### config.mk
export PLATFORM = sky130hd
export DESIGN_NAME = fhrl_queue
export DESIGN_NICKNAME = d
export VERILOG_FILES = /design/src/rtl/core/fhrl_queue.sv
export SDC_FILE = /design/constraint.sdc
export NUM_CORES = 1
export LEC_CHECK = 0
export BUFFER_PORTS_ARGS = -buffer_cell sky130_fd_sc_hd__clkbuf_2
export CORE_AREA = 2 2 104 106
export DETAILED_ROUTE_END_ITERATION = 12
export DIE_AREA = 0 0 106 108
export GPL_TIMING_DRIVEN = 0
export MAX_ROUTING_LAYER = met4
export PLACE_DENSITY = 0.79
export SYNTH_ARGS = -nofsm -noshare
export SYNTH_HDL_FRONTEND = slang
export SYNTH_SLANG_ARGS = --single-unit
export TNS_END_PERCENT = 5
### constraint.sdc
create_clock -name aclk -period 4.6 [get_ports aclk]
set_clock_uncertainty 0.15 [all_clocks]
set_input_delay 0.69 -clock aclk [delete_from_list [all_inputs] [get_ports aclk]]
set_output_delay 0.69 -clock aclk [all_outputs]
set_load 0.01 [all_outputs]
### src/rtl/core/fhrl_queue.sv
// Two-entry command queue that separates the front from the back.
// Generic payload width. No dependencies.
module fhrl_queue #(
    parameter int WIDTH = 60
) (
    input  logic             aclk,
    input  logic             aresetn,
    input  logic             push,
    input  logic [WIDTH-1:0] wdata,
    output logic             full,
    input  logic             pop,
    output logic             not_empty,
    output logic [WIDTH-1:0] rdata
);

    logic [WIDTH-1:0] entry_reg [2];
    logic             wr_ptr_reg, wr_ptr_next;
    logic             rd_ptr_reg, rd_ptr_next;
    logic [1:0]       count_reg, count_next;

    always_comb begin
        wr_ptr_next = wr_ptr_reg;
        rd_ptr_next = rd_ptr_reg;
        count_next  = count_reg;
        if (push) begin
            wr_ptr_next = ~wr_ptr_reg;
        end
        if (pop) begin
            rd_ptr_next = ~rd_ptr_reg;
        end
        if (push && !pop) begin
            count_next = count_reg + 2'd1;
        end else if (pop && !push) begin
            count_next = count_reg - 2'd1;
        end
    end

    always_ff @(posedge aclk) begin
        if (!aresetn) begin
            wr_ptr_reg <= 1'b0;
            rd_ptr_reg <= 1'b0;
            count_reg  <= 2'd0;
        end else begin
            wr_ptr_reg <= wr_ptr_next;
            rd_ptr_reg <= rd_ptr_next;
            count_reg  <= count_next;
        end
    end

    always_ff @(posedge aclk) begin
        if (push) begin
            entry_reg[wr_ptr_reg] <= wdata;
        end
    end

    assign full      = (count_reg == 2'd2);
    assign not_empty = (count_reg != 2'd0);
    assign rdata     = entry_reg[rd_ptr_reg];

endmodule

==> reports/results.ini <==
[sta]
finalCritPeriodShare_pct=56.4
fmax_ghz=0.385
relSlewSlack_pct=44.2
slew_viol_final=0
hold_viol_final=0
rsz0062_at_grt=false
fin_crit_ns=2.60
worst_slew_pin_slew_ns=0.836
finalSetupTns_ns=0
setup_viol=0

[grt]
grt_first_pass_wirelength_mm=12.1
grt_overflow=0
grt_pass1_vias=2546
grt_antenna_before_repair=0
grt_max_degree=61
track_usage_pct=14.9

[cts]
cts_tree=built
cts_hold_buf=0
root_buffer=clkbuf_8
path_clk_slew_ns=0.06
postCtsSetupBuffers=0
numCtsBuffers=17
cts_sinks=125
clk_path_buf_depth=2
htree_levels=4
cts_resized=0
insertion_delay_ns=0.50

[power]
cellPowerDensity_nw_per_um2=482
vdd_ir_drop_max_v=0.000248
leakage_uw=0.00231

[worst_setup_path]
critPathKind=reg2out
cp_max_fo=10
r2r_cells=1
slowest_stage=mux2_2
critPathArrivalTime_ns=1.76
worstPathCellList=buf_2, buf_2, mux2_2, clkbuf_2
cp-start-kind=flop
critical_path.most_common_cell=buf_2
cp-end-kind=primary output
max_stage_delay_ns=0.38
cp.required_ns=3.76
rrSetupSlack_ns=2.93

[synth]
synthCells=209
syn_area_um2=4540
synth_area_per_cell_um2=21.7
synth_cell_types=16
seq_area_frac_synth_pct=81.7
synth_nets=274
synth-seq-cells=125
ys_warn_count=0

[placed_design]
gp_congestion=0.654
portBuffers=125
dp_hpwl_mm=5.15

[final_layout]
area_delta_synth_final_pct=31.4
fin_util_pct=58.2
largest_reg_flops=120
drive_gt1_share_pct=60.9
final_common_cell=clkbuf_2
final_cell_mix=clkbuf_2 (125), edfxtp_1 (120), mux2_2 (60), clkbuf_16 (16), buf_2 (7)
final_net_count=420
n_antenna_cell=0

[floorplanning]
start_util_pct=44.3
die_area_um2=11400
rows=37
die_h_um=108
die_w_um=106
ios=126
core_area_um2=10200

[route]
wirelength_mm=7.88
vias=2371
via_per_inst=4.70
drc=0
dr.first_iter.drc_count=75
firstDrtPassIters=4
wire_per_inst_um=15.6
ant_nets=0

[flow_run]
cap_violations=0

[run_status]
status=completed

[hold_path]
holdPathStages=1
hp-class=in2reg

==> synth_stat cells (all sizes together) <==
cell type,number,area (um^2)
xor2,2,17.5
inv,1,3.75
o21a,1,7.51
o21ai,1,5.00
ha,1,12.5
a21boi,1,7.51
and2,4,25.0
dfxtp,5,100
buf,7,35.0
mux2,60,676
nor2b,2,12.5
or3,1,6.26
and2b,1,8.76
edfxtp,120,3600
or2,1,6.26
xnor2,1,8.76
==> stage by stage <==
stage / cells / hold slack (ns) / instance area (um^2) / total power (uW) / setup slack [ns]
6_report: 504 / 0.222 / 5960 / 2870 / 2.00
5_1_grt: 504 / 0.188 / 5960 / 2980 / 1.87
4_1_cts: 504 / 0.193 / 5960 / 2910 / 1.93
3_5_place_dp: 472 / 0.365 / 5380 / 1620 / 2.48
3_3_place_gp: 470 / 0.323 / 5330 / 1610 / -1.03
2_1_floorplan: 209 / 0.311 / 4540 / 1500 / 0.599
==> worst paths after layout <==
path                              startpoint          endpoint
worst max-delay path                    flop         rdata[19]
worst min-delay path               wdata[28]  entry_reg[0][28]
worst max register to register    wr_ptr_reg  entry_reg[1][41]
worst min register to register  count_reg[1]      count_reg[1]
==> logic make-up after synthesis <==
group                      synth area share [%]
buffers and inverters                     0.855
muxes                                      14.9
and+or+nand+nor                            1.30
DFF                                        81.7
xor gates and xnor gates                  0.579
adders and majority gates                 0.276
AOI/OAI and AO/OA                         0.441
==> worst max-delay path, delay by kind of cell, from the launching register on <==
| kind | cells | cell delay (ns) |
|---|---|---|
| muxes | 1 | 0.38 |
| DFF | 1 | 0.29 |
| buffers and inverters | 3 | 0.58 |
==> where the power goes <==
group	leakage, uW	internal [uW]	switching (uW)	total [uW]
combinational	0.000862	128	133	261
sequential	0.00117	1320	15.5	1330
clock	0.000280	849	434	1280
==> layout make-up <==
class	count	area, um^2
Fill cell	828	4270
Sequential cell	125	3700
Multi-Input combinational cell	76	803
Timing Repair Buffer	127	666
Clock buffer	24	460
Tap cell	136	170
Clock inverter	8	116
Buffer	7	35.0
Inverter	1	3.75
==> routing by layer <==
layer / global-route usage, % / up-vias / wire (um)
li1: - / 1118 / -
met1: 15.6 / 1162 / 3120
met2: 25.2 / 85 / 4230
met3: 5.79 / 6 / 478
met4: 6.77 / 0 / 57
met5: - / - / 0
(Power assumes the default switching activity.)
