--- config.mk ---
export PLATFORM = sky130hd
export DESIGN_NAME = fhrl_front
export DESIGN_NICKNAME = d
export VERILOG_FILES = /design/src/rtl/core/fhrl_pkg.sv /design/src/rtl/core/fhrl_front.sv
export SDC_FILE = /design/constraint.sdc
export NUM_CORES = 1
export LEC_CHECK = 0
export BUFFER_PORTS_ARGS = -buffer_cell sky130_fd_sc_hd__buf_2
export CORE_ASPECT_RATIO = 1.4
export CORE_MARGIN = 1.5
export CORE_UTILIZATION = 40
export DETAILED_ROUTE_END_ITERATION = 10
export GPL_TIMING_DRIVEN = 0
export PLACE_DENSITY = 0.88
export SYNTH_ARGS = -nofsm -noshare
export SYNTH_HDL_FRONTEND = slang
export SYNTH_SLANG_ARGS = --single-unit
export TNS_END_PERCENT = 20
--- constraint.sdc ---
create_clock -name vclk -period 4.6
set_input_delay 0.46 -clock vclk [all_inputs]
set_output_delay 0.46 -clock vclk [all_outputs]
set_load 0.1 [all_outputs]
--- src/rtl/core/fhrl_pkg.sv ---
// Shared types and constants for the fingerprint hash rank lookup.
// Holds the beat structs, the command codes and the fixed field widths.
// No dependencies.
package fhrl_pkg;

    localparam int SLOT_INDEX_BITS = 14;
    localparam int SLOT_WORD_BITS  = 32;
    localparam int FP_BITS         = 24;
    localparam int RANK_BITS       = 8;
    localparam int CFG_INDEX_BITS  = 1;
    localparam int CFG_DATA_BITS   = 4;
    localparam int MIN_SIZE_LOG2   = 8;

    localparam logic [31:0] GOLDEN_MUL = 32'h9E37_79B9;

    localparam logic [CFG_INDEX_BITS-1:0] REG_TABLE_SIZE_LOG2 = 1'b0;
    localparam logic [CFG_INDEX_BITS-1:0] REG_TABLE_VALID     = 1'b1;

    typedef struct packed {
        logic                       kind;
        logic [SLOT_INDEX_BITS-1:0] slot_index;
        logic [SLOT_WORD_BITS-1:0]  slot_value;
        logic [31:0]                hash_first;
        logic [31:0]                hash_second;
        logic                       word_empty;
    } in_item_t;

    typedef struct packed {
        logic                 found;
        logic [RANK_BITS-1:0] rank;
    } out_item_t;

    localparam logic KIND_WRITE  = 1'b0;
    localparam logic KIND_LOOKUP = 1'b1;

    typedef enum logic [1:0] {
        CMD_WRITE  = 2'd0,
        CMD_LOOKUP = 2'd1,
        CMD_MISS   = 2'd2
    } cmd_op_t;

endpackage

--- src/rtl/core/fhrl_front.sv ---
// Front end: accepts input beats and turns them into queue commands.
// Forms the fingerprint and the hashed start index. Depends on fhrl_pkg.
module fhrl_front import fhrl_pkg::*; #(
    parameter int SLOT_ADDR_BITS = 14
) (
    input  in_item_t                  s_data,
    input  logic                      s_valid,
    output logic                      s_ready,
    input  logic                      table_valid,
    input  logic                      queue_full,
    output logic                      cmd_push,
    output cmd_op_t                   cmd_op,
    output logic [SLOT_ADDR_BITS-1:0] cmd_addr,
    output logic [SLOT_WORD_BITS-1:0] cmd_data
);

    logic [31:0]        product;
    logic [31:0]        start_hash;
    logic [FP_BITS-1:0] fp;

    assign product    = s_data.hash_second * GOLDEN_MUL;
    assign start_hash = product ^ (s_data.hash_first >> 7);

    always_comb begin
        fp = s_data.hash_first[FP_BITS-1:0];
        if (fp == '0) begin
            fp = FP_BITS'(1);
        end
        if (s_data.kind == KIND_WRITE) begin
            cmd_op   = CMD_WRITE;
            cmd_addr = SLOT_ADDR_BITS'(s_data.slot_index);
            cmd_data = s_data.slot_value;
        end else begin
            cmd_op   = (table_valid && !s_data.word_empty) ? CMD_LOOKUP : CMD_MISS;
            cmd_addr = start_hash[SLOT_ADDR_BITS-1:0];
            cmd_data = {{(SLOT_WORD_BITS-FP_BITS){1'b0}}, fp};
        end
    end

    assign s_ready  = !queue_full;
    assign cmd_push = s_valid && !queue_full;

endmodule

==> impl_metrics.py, run 1 <==
metrics = {
    "status": {
        "status": "complete, but fails checks",
        "violations": "setup timing",
    },
    "floorplan": {
        "fp-row-count": 32,
        "core_um2": 5570,
        "ios": 165,
        "initial_utilization": 0.421,
        "die-area_um2": 6330,
        "fp.dieW_um": 67.7,
        "die_h_um": 93.5,
    },
    "final_layout": {
        "fin_nets": 599,
        "antenna_cells": 0,
        "finalNonFillerCells": 475,
        "n_sequential_cell": 0,
        "seq_area_um2": 0,
        "n_fill_cell": 413,
        "nClkBuffers": 0,
        "finish.utilization": 0.635,
        "drive_gt1_frac": 0.511,
        "syn_to_final_growth_pct": 50.9,
    },
    "route": {
        "routed_via_density": 5.16,
        "vias": 2453,
        "dr.pass1.iters": 4,
        "route.detailed.drc": 0,
        "antenna_left": 0,
        "wl_um": 7840,
        "drt_iter0_drc": 32,
        "routedWlPerCell_um": 16.5,
    },
    "critical_path": {
        "cp.required_ns": 4.14,
        "crit_slowest_cell": "fa_2",
        "critPathCaptureType": "primary output",
        "cp_max_fo": 5,
        "crit_buf_inv": 6,
        "max_stage_delay_ns": 0.55,
        "cp.arrival_ns": 4.63,
        "crit_path_start_kind": "input pin",
        "cp_cell_sequence": "buf_6 -> ha_2 -> ha_4 -> fa_1 -> inv_1 -> fa_1 -> inv_2 -> fa_1 -> inv_2 -> fa_2 -> inv_2 -> ha_4 -> a211o_1 -> o21ai_2 -> o21ai_2 -> xnor2_2 -> mux2_4 -> buf_12",
        "critPathTopFamily": "adder cells",
        "critical_path_class": "in2out",
    },
    "timing": {
        "relSlewSlack": 0.606,
        "setup_slack_ns": -0.488,
        "layout_min_cycle_time_ns": 5.09,
        "setup_viol": 5,
        "fin_crit_sh": 1.11,
        "tightest_slew_ns": 0.592,
        "slew_viol_final": 0,
        "whs_ns": 1.32,
        "fmax_ghz": 0.197,
        "rsz0062_at_grt": "yes",
        "hold_violations": 0,
    },
    "power": {
        "max-vdd-ir-drop_mv": 1.04,
        "leakage_nw": 1.83,
        "power_density_nw_per_um2": 842,
        "p_total_mw": 2.97,
    },
    "yosys": {
        "syn-cell-area_um2": 2340,
        "yosys_warnings": 0,
        "postSynthNetCount": 452,
        "ys_seq_area_frac": 0,
        "avgSynthCellArea_um2": 8.94,
        "syn_inst": 262,
        "yosysUniqueCellTypes": 29,
    },
    "global_routing": {
        "grtUsageTotal": 0.251,
        "first_global_vias": 2610,
        "grt_remaining_overflow": 0,
        "grt_pass1_wl_um": 12000,
        "antenna_found_initial": 0,
        "grt_max_degree": 11,
    },
    "placement": {
        "portBuffers": 139,
        "dp_slack_ns": -1.27,
        "place.gp.congestion": 0.846,
        "place_inst": 469,
        "dp_hpwl_um": 6360,
    },
    "worst_hold_path": {
        "hold_path_class": "in2out",
    },
    "flow_run": {
        "max-cap-violations": 0,
    },
}
final timing paths:
check	startpoint	end	slack, ns	cells past startpoint
setup / recovery	s_data[5]	cmd_addr[13]	-0.49	18
hold / removal	queue_full	s_ready	1.32	3
routing by layer:
layer	global-route usage	wire (µm)	part of all wire	vias up
met3	0.0120	429	0.055	24
li1	-	-	-	1161
met5	0	0	0	-
met1	0.269	2640	0.34	1150
met4	0.0918	310	0.040	0
met2	0.491	4460	0.57	118
cells in the final DEF (no fill, tap or decap), types with 2 or more instances in the layout:
master,n
buf_2,124
inv_1,43
ha_1,38
xnor2_1,29
mux2_2,25
fa_1,21
a21oi_1,13
ha_4,12
nor2_1,11
nor2b_1,9
inv_2,8
buf_4,8
nor4_1,6
buf_6,6
xor2_1,5
buf_12,5
a21o_1,4
a21oi_2,4
clkbuf_1,3
nand2_1,3
buf_1,3
xnor2_2,3
ha_2,3
o211ai_1,2
o21ai_2,2
layout make-up:
class | instances | area [µm²] | share of cell area
buffer | 6 | 22.5 | 0.00638
multi-input combinational | 205 | 2360 | 0.669
inverter | 51 | 191 | 0.0542
timing repair buffer | 145 | 871 | 0.247
tap | 68 | 85.1 | 0.0241
synth_stat cells:
cell type,count,area share
a2111oi_1,1,0.0043
inv_1,51,0.082
a21o_1,4,0.013
o211ai_1,2,0.0064
o21ai_0,3,0.0064
mux2_4,1,0.0064
nand2_1,3,0.0048
xnor3_1,1,0.0096
clkbuf_1,3,0.0048
ha_1,53,0.28
a31oi_1,1,0.0027
o311ai_0,1,0.0037
o21a_1,1,0.0032
xor2_1,5,0.019
and4_1,1,0.0037
nor2_1,12,0.019
xnor2_2,1,0.0070
nor4_1,6,0.016
mux2_2,25,0.12
and3_1,1,0.0027
xnor2_1,31,0.12
a211o_1,1,0.0037
nor2b_1,9,0.024
buf_1,3,0.0048
fa_1,22,0.19
a211oi_1,1,0.0032
or2_2,1,0.0027
o21bai_1,1,0.0032
a21oi_1,17,0.036
kinds of logic (layout without fill, tap and decap cells):
kind of cell / Yosys count / count (layout) / share of synthesized area
adder cells (fa/ha/maj): 75 / 75 / 0.471
AO/OA/AOI/OAI: 33 / 33 / 0.0861
AND/OR/NAND/NOR: 33 / 33 / 0.0732
buffers and inverters: 57 / 202 / 0.0914
XOR/XNOR: 38 / 38 / 0.151
multiplexers: 26 / 26 / 0.127
stage by stage:
| step | setup TNS (ns) | cell area [µm²] |
|---|---|---|
| 3_5_place_dp | -4.76 | 3170 |
| 5_1_grt | -2.38 | 3530 |
| 6_report | -1.72 | 3530 |
| 4_1_cts | -1.71 | 3470 |
| 2_1_floorplan | -2.68 | 2390 |
| 3_3_place_gp | -4.44 | 3170 |
repair_timing:
item / in CTS / in global routing
buffers inserted: 4 / 2
pin swaps: 23 / 16
endpoints found under the setup margin: 6 / 7
gates resized for setup: 56 / 17
hold buffers: 0 / 0
report_power, final:
| group | internal, mW | switching (mW) | leakage, nW |
|---|---|---|---|
| Combinational | 1.17 | 1.80 | 1.83 |
| Sequential | 0 | 0 | 0 |
| Clock | 0 | 0 | 0 |
(Power assumes the default switching activity.)
==> run 2: changes to the inputs <==
--- a/config.mk
+++ b/config.mk
@@ -12,6 +12,7 @@
 export DETAILED_ROUTE_END_ITERATION = 10
 export GPL_TIMING_DRIVEN = 0
 export PLACE_DENSITY = 0.88
+export RECOVER_POWER = 25
 export SYNTH_ARGS = -nofsm -noshare
 export SYNTH_HDL_FRONTEND = slang
 export SYNTH_SLANG_ARGS = --single-unit
==> impl_metrics.py, run 2 (synthesis gave the netlist of run 1 again) <==
metrics = {
    "timing": {
        "fin_crit_sh": 1.11,
        "hold_violations": 0,
        "tightest_slew_ns": 1.19,
        "setup_viol": 5,
        "relSlewSlack": 0.213,
        "rsz0062_at_grt": "yes",
        "layout_min_cycle_time_ns": 5.09,
        "slew_viol_final": 0,
        "setup_slack_ns": -0.489,
        "whs_ns": 1.33,
        "fmax_ghz": 0.196,
    },
    "worst_hold_path": {
        "hold_path_class": "in2out",
        "hold_end": "cmd_addr[13]",
        "hold_depth": 3,
        "hp-start": "s_data[110]",
    },
    "route": {
        "drt_iter0_drc": 30,
        "routed_via_density": 5.15,
        "wl_met3_um": 419,
        "route.detailed.drc": 0,
        "dr.pass1.iters": 4,
        "wirelength_met1_um": 2670,
        "routedWlPerCell_um": 16.6,
        "vias": 2447,
        "wl_um": 7860,
        "highest_layer": "met4",
        "dr_wl_met2_um": 4460,
        "antenna_left": 0,
    },
    "global_routing": {
        "grt_remaining_overflow": 0,
        "grtUsageTotal": 0.251,
        "grt_pass1_wl_um": 12000,
        "grt_max_degree": 11,
        "antenna_found_initial": 0,
        "first_global_vias": 2610,
    },
    "final_layout": {
        "drive_gt1_frac": 0.484,
        "n_fill_cell": 418,
        "n_sequential_cell": 0,
        "antenna_cells": 0,
        "syn_to_final_growth_pct": 50.3,
        "multiInputGateArea_um2": 2360,
        "final_common_cell": "buf_2",
        "nClkBuffers": 0,
        "layout_common_cells": "113 x buf_2, 43 x inv_1, 38 x ha_1",
        "seq_area_um2": 0,
        "finish.utilization": 0.632,
        "fin_nets": 599,
    },
    "critical_path": {
        "crit_slowest_cell": "fa_2",
        "cp_max_fo": 5,
        "cp_cell_sequence": "buf_6 -> ha_2 -> ha_4 -> fa_1 -> inv_1 -> fa_1 -> inv_2 -> fa_1 -> inv_2 -> fa_2 -> inv_2 -> ha_4 -> a211o_1 -> o21ai_2 -> o21ai_2 -> xnor2_2 -> mux2_4 -> buf_12",
        "critPathLaunch": "s_data[5]",
        "max_stage_delay_ns": 0.55,
        "cp.required_ns": 4.14,
        "crit_path_start_kind": "input pin",
        "critPathCaptureType": "primary output",
        "critical_path_class": "in2out",
        "cp.arrival_ns": 4.63,
    },
    "power": {
        "leakage_nw": 1.80,
        "max-vdd-ir-drop_mv": 1.04,
        "power_density_nw_per_um2": 844,
    },
    "status": {
        "violations": "setup timing",
        "status": "complete, but fails checks",
    },
    "placement": {
        "portBuffers": 139,
        "place.gp.congestion": 0.846,
        "dp_hpwl_um": 6360,
    },
    "floorplan": {
        "ios": 165,
        "die_h_um": 93.5,
        "fp-row-count": 32,
        "initial_utilization": 0.421,
        "fp.dieW_um": 67.7,
        "core_um2": 5570,
        "die-area_um2": 6330,
    },
    "flow_run": {
        "max-cap-violations": 0,
    },
}
run 2: cell types whose count changed in the layout (fill, tap and decap cells not counted), sizes merged:
cell,delta
buf,-11
clkbuf,+11
run 2: final cells by class:
cell class                 count  share of cell area
timing repair buffer         145               0.244
buffer                         6             0.00640
multi-input combinational    205               0.671
inverter                      51              0.0544
tap                           68              0.0242
run 2: what timing repair did:
item / 4_1_cts / 5_1_grt
endpoints found under the hold margin: 0 / 0
endpoints found under the setup margin: 6 / 7
hold buffers: 0 / 0
pin swaps: 23 / 16
buffers inserted: 4 / 2
resized for setup: 56 / 17
cloned: 0 / 0
run 2: worst max path at each step:
stage,endpoint,slack [ns],cells after the start
finish,cmd_addr[13],-0.49,18
global route,cmd_addr[13],-0.58,18
CTS,cmd_addr[13],-0.47,18
detailed placement,cmd_addr[13],-1.27,18
global placement,cmd_addr[13],-1.20,18
floorplan,cmd_addr[12],-0.55,12
run 2: report_power, final:
group | switching (mW) | internal [mW]
logic | 1.80 | 1.17
registers | 0 | 0
clock network | 0 | 0
run 2: per-stage QoR:
stage / setup slack [ns] / setup TNS, ns / area [µm²] / instances / total power [mW]
after CTS: -0.473 / -1.71 / 3470 / 473 / 2.83
after detailed placement: -1.27 / -4.76 / 3170 / 469 / 2.33
after floorplan: -0.555 / -2.68 / 2390 / 262 / 1.95
after global placement: -1.20 / -4.44 / 3170 / 469 / 2.28
final: -0.489 / -1.72 / 3520 / 475 / 2.97
after global routing: -0.580 / -2.38 / 3520 / 475 / 3.13
run 2: critical path: cells and delay by family:
kind | cells | cell delay (ns)
mux | 1 | 0.28
fa+ha+maj | 7 | 2.68
buf+inv | 6 | 0.47
compound gates | 3 | 0.57
xor+xnor | 1 | 0.15
run 2: metal layers:
metal  vias to the layer above  track usage
li1                       1161            -
met1                      1148        0.269
met2                       114        0.491
met3                        24       0.0120
met4                         0       0.0918
met5                         -            0
